$ cat src/rtl/vfc_pkg.sv
// ----------------------------------------------------------------------------
// vfc_pkg: shared types and constants of the value frequency counter
// Field widths, the count limit, the sequencer states and the control
// group that the top level broadcasts to every table cell.
// ----------------------------------------------------------------------------
package vfc_pkg;

	localparam int VALUE_W = 32;
	localparam int COUNT_W = 16;
	localparam logic [COUNT_W-1:0] COUNT_MAX = {COUNT_W{1'b1}};

	typedef enum logic [1:0] {
		ST_COLLECT = 2'b01,
		ST_DRAIN   = 2'b10
	} vfc_state_t;

	// Broadcast to every cell in each cycle.
	typedef struct packed {
		logic absorb;   // a sample transaction is accepted this cycle
		logic append;   // no cell matched, so the first free cell takes the sample
		logic shift;    // every cell takes its right neighbor's contents, the last cell its own
	} cell_ctrl_t;

endpackage

$ cat src/rtl/vfc_cell.sv
// ----------------------------------------------------------------------------
// vfc_cell: one entry of the distinct value table
// Holds a value and its count, compares against the broadcast sample and
// takes its right neighbor's contents when the table drains.
// ----------------------------------------------------------------------------
module vfc_cell #(
	parameter int IDX    = 0,
	parameter int USED_W = 7
) (
	input  logic                               clk,
	input  vfc_pkg::cell_ctrl_t                ctrl,
	input  logic [USED_W-1:0]                  used_count,
	input  logic signed [vfc_pkg::VALUE_W-1:0] sample,
	input  logic signed [vfc_pkg::VALUE_W-1:0] next_value,
	input  logic [vfc_pkg::COUNT_W-1:0]        next_count,
	output logic signed [vfc_pkg::VALUE_W-1:0] value,
	output logic [vfc_pkg::COUNT_W-1:0]        count,
	output logic                               hit
);
	import vfc_pkg::*;

	logic signed [VALUE_W-1:0] value_q;
	logic [COUNT_W-1:0]        count_q;
	logic                      occupied;
	logic                      is_free;

	assign occupied = USED_W'(IDX) < used_count;
	assign is_free  = USED_W'(IDX) == used_count;
	assign hit      = occupied && (value_q == sample);

	always_ff @(posedge clk) begin
		if (ctrl.shift) begin
			value_q <= next_value;
			count_q <= next_count;
		end else if (ctrl.absorb) begin
			if (hit) begin
				if (count_q != COUNT_MAX) count_q <= count_q + COUNT_W'(1);
			end else if (ctrl.append && is_free) begin
				value_q <= sample;
				count_q <= COUNT_W'(1);
			end
		end
	end

	assign value = value_q;
	assign count = count_q;
endmodule

$ cat config.mk
export PLATFORM = sky130hd
export DESIGN_NAME = vfc_cell
export DESIGN_NICKNAME = d
export VERILOG_FILES = /design/src/rtl/vfc_pkg.sv /design/src/rtl/vfc_cell.sv
export SDC_FILE = /design/constraint.sdc
export NUM_CORES = 1
export LEC_CHECK = 0
export CAP_MARGIN = 40
export CELL_PAD_IN_SITES_DETAIL_PLACEMENT = 0
export CELL_PAD_IN_SITES_GLOBAL_PLACEMENT = 1
export CORE_MARGIN = 5
export CORE_UTILIZATION = 51
export CTS_CLUSTER_SIZE = 24
export DETAILED_ROUTE_END_ITERATION = 7
export DONT_BUFFER_PORTS = 1
export GPL_ROUTABILITY_DRIVEN = 0
export GPL_TIMING_DRIVEN = 0
export PLACE_DENSITY_LB_ADDON = 0.1
export SYNTH_ARGS = -nofsm -noshare
export SYNTH_HDL_FRONTEND = slang
export SYNTH_SLANG_ARGS = --single-unit
$ cat constraint.sdc
create_clock -name clk -period 8 [get_ports clk]
set_input_delay 1.2 -clock clk [delete_from_list [all_inputs] [get_ports clk]]
set_output_delay 1.2 -clock clk [all_outputs]
set_load 0.01 [all_outputs]
==> PnR_summary.wiki <==
{| class="wikitable"
! Metric !! Value
|-
| Via count of the first global-routing pass || 1897
|-
| Leftover overflow at the end of global routing || 0
|-
| Net count of the finished layout || 310
|-
| P_leak || 0.9804 nW
|-
| Setup Fix Bufs, Post-CTS || 0
|-
| Cell count after synthesis || around 210
|-
| Slew HR || 0.4330
|-
| Starting density of the core || 0.5327
|-
| Instance area after placement || between 2000 and 3000 µm²
|-
| GR met1 Demand/Resource || 0.1780
|-
| Number of failing hold endpoints at the final stage || 0
|-
| Type of the tightest min-delay check || flop to flop
|-
| Area of the placeable core || approximately 5200 µm²
|-
| Critical path class || input pin to flop
|-
| Number of buffers between clock root and the deepest sink || 2
|-
| Port-buffer cells || 0
|-
| Tmin final || 3.514 ns
|-
| GR Layer Usage met3 || 0.08193
|-
| Number of flip-flops and latches in the synthesized netlist || 48
|-
| Transition at the pin with the smallest max-transition slack || 0.8505 ns
|-
| Grt peak-use layer || met2
|-
| Die X-Extent || ~84 µm
|-
| Share of the synthesized area in the top cell type || 0.5232
|-
| Synthesized netlist net count || about 300
|-
| WHS Endpoint || count[13]$_DFFE_PP_
|-
| Pin count of the biggest net entering global routing || 34
|-
| Cell Area, Synth || between 2000 and 3000 µm²
|-
| Root buf cell || sky130_fd_sc_hd__clkbuf_8
|-
| # Max-Cap Violations || 0
|-
| Count of distinct cell types in the synthesized netlist || 27
|-
| Share of final-layout standard cells stronger than drive strength 1 || 0.2694
|-
| Setup-failing EPs final || 0
|-
| Length in cells of the worst reg-to-reg path || 5
|-
| Ranking of synthesized cells by area || sky130_fd_sc_hd__edfxtp_1, sky130_fd_sc_hd__mux2_2, sky130_fd_sc_hd__xnor2_1
|-
| Die boundary height || ~84 µm
|-
| WP data required || just under 8 ns
|-
| Clock transition at the registers of the reported paths || 0.08 ns
|-
| Average wire per standard cell || about 22 µm
|-
| DRC errors left || 0
|-
| Detailed-route vias per instance || just under 6
|-
| M2 GR Usage || 0.3455
|-
| Half-perimeter wire length after placement || just over 5000 µm
|-
| Post-route setup slack || roughly 4.5 ns
|-
| Number of gates given a new drive strength after cts || 0
|-
| Area of all placed cells without fillers || 2932 µm²
|-
| Post-route setup TNS || 0 ns
|-
| Count of routing violations after the opening detailed-route iteration || 78
|-
| Critical path launch point type || input pin
|-
| Die area || 6972 µm²
|-
| Worst clock skew on the final layout || roughly 0.0065 ns
|-
| Period utilisation layout || 0.4393
|-
| Most frequent cells in the layout || sky130_fd_sc_hd__edfxtp_1, sky130_fd_sc_hd__xnor2_1, sky130_fd_sc_hd__mux2_2
|-
| Total length of routed wires || 6412 µm
|-
| Wire length of the first global-routing pass || 9998 µm
|-
| Peak supply drop || roughly 0.13 mV
|-
| CTS tree || done
|-
| Detailed-routing iteration count for the pre-antenna-repair pass || 4
|-
| Post-Place Setup Slack || slightly above 4 ns
|-
| Startpoint of the worst hold path || count[13]$_DFFE_PP_
|-
| Layout overhead on the synthesized area || 6.403%
|-
| Crit. End Element || flop
|-
| Depth of the worst hold-timing path || 2
|-
| Antenna violations before repair || 0
|-
| Diode insertion count for antenna repair || 0
|-
| Cell taking the most area after synthesis || sky130_fd_sc_hd__edfxtp_1
|-
| Setup slack of the most critical reg-to-reg path || between 5 and 6 ns
|-
| Post-cts hold buffer count || 0
|-
| Number of rows in the core area || 26
|-
| Reg2Reg Capture Point || count[6]$_DFFE_PP_
|-
| Number of max-slew violations in the final report || 0
|-
| Most common cell after layout, fill and taps aside || sky130_fd_sc_hd__edfxtp_1
|-
| Largest fanout of any net on the critical path || 33
|-
| Io pins || 140
|-
| Syn avg cell area || around 13 µm²
|-
| Arrival time of data at the critical path endpoint || between 3 and 4 ns
|-
| GRT Total Usage || 0.1824
|-
| Clk sinks || 48
|-
| Maximum frequency from static timing analysis || 0.2846 GHz
|-
| Launch instance of the worst register-to-register path || value[1]$_DFFE_PP_
|-
| Power density over the cells || between 150 and 200 nW/µm²
|-
| Unrepaired setup endpoints after global routing || no
|-
| Total CTS buffers || 5
|-
| Register area share after synthesis || 0.5232
|-
| Number of warnings issued by yosys || 0
|-
| Count of nets left with antenna violations after detail routing || 0
|-
| Vias || approximately 1700
|-
| CTS H-Tree Depth || 2
|-
| Clock latency on the worst-skew pair || approximately 0.3 ns
|-
| Run status || complete, no violations
|}
cell families (layout without fill, tap and decap cells):
logic type	Yosys count	count (layout)	share of synthesized area
and+or+nand+nor	55	55	0.1190
DFF	48	48	0.5232
xor gates and xnor gates	46	46	0.1490
muxes	32	32	0.1308
AOI/OAI and AO/OA	18	18	0.05268
buffers and inverters	11	19	0.02089
adders and majority gates	1	1	0.004541
routing by layer:
layer	part of all wire	wire length, µm	vias up
met4	0.014	87	0
met1	0.32	2073	823
li1	-	-	788
met3	0.10	668	8
met5	0	0	-
met2	0.56	3582	88
worst max-delay path: stages:
cell	delay [ns]
sky130_fd_sc_hd__or4_4	0.52
sky130_fd_sc_hd__nor4_4	0.22
sky130_fd_sc_hd__a31o_2	0.76
sky130_fd_sc_hd__a2bb2oi_2	0.71
cell usage after synthesis, drive strengths merged:
library cell / n
mux2: 32
nor2: 7
or4: 1
edfxtp: 48
buf: 4
nand4b: 1
o21ai: 15
inv: 4
and3: 4
xor2: 7
xnor2: 39
a2bb2oi: 2
a31o: 1
ha: 1
nand3: 6
nor4: 2
nor3: 3
nand2: 19
clkbuf: 3
nand4: 10
and4: 2
per-stage QoR:
step | power [mW] | util | instances | hold slack (ns)
after floorplan | 0.3929 | - | 211 | 0.6848
after global placement | 0.4070 | 0.5496 | 281 | 0.7142
after detailed placement | 0.4115 | 0.5508 | 281 | 0.7380
after CTS | 0.5481 | 0.5668 | 289 | 0.7587
after global routing | 0.5655 | 0.5668 | 289 | 0.8082
final | 0.5416 | 0.5668 | 289 | 0.7540
layout make-up:
cell class	count	area, µm²
clock inverters	3	13.76
multi-input cells	152	1262
flip-flops and latches	48	1441
fillers	420	2241
clock buffers	5	68.82
well taps	70	87.58
plain buffers	7	42.54
inverters	4	15.01
flip-flops by register name, indices dropped and copies added (netlist names):
name,cells
count,16
value,32
power by group:
group	internal, mW	total (mW)	switching [mW]
combinational	0.0366	0.0663	0.0296
sequential	0.304	0.338	0.0334
clock	0.0595	0.138	0.0781
total	0.400	0.542	0.141
worst max path at each step:
stage,start,to,slack (ns)
after floorplan,used_count[3],count[0]$_DFFE_PP_,4.09
after global placement,used_count[3],count[2]$_DFFE_PP_,3.53
after detailed placement,used_count[3],count[2]$_DFFE_PP_,4.12
after CTS,used_count[3],count[6]$_DFFE_PP_,4.43
after global routing,used_count[3],count[2]$_DFFE_PP_,4.28
final,used_count[3],count[6]$_DFFE_PP_,4.49
Note: power is estimated with default switching activity, not from simulation.
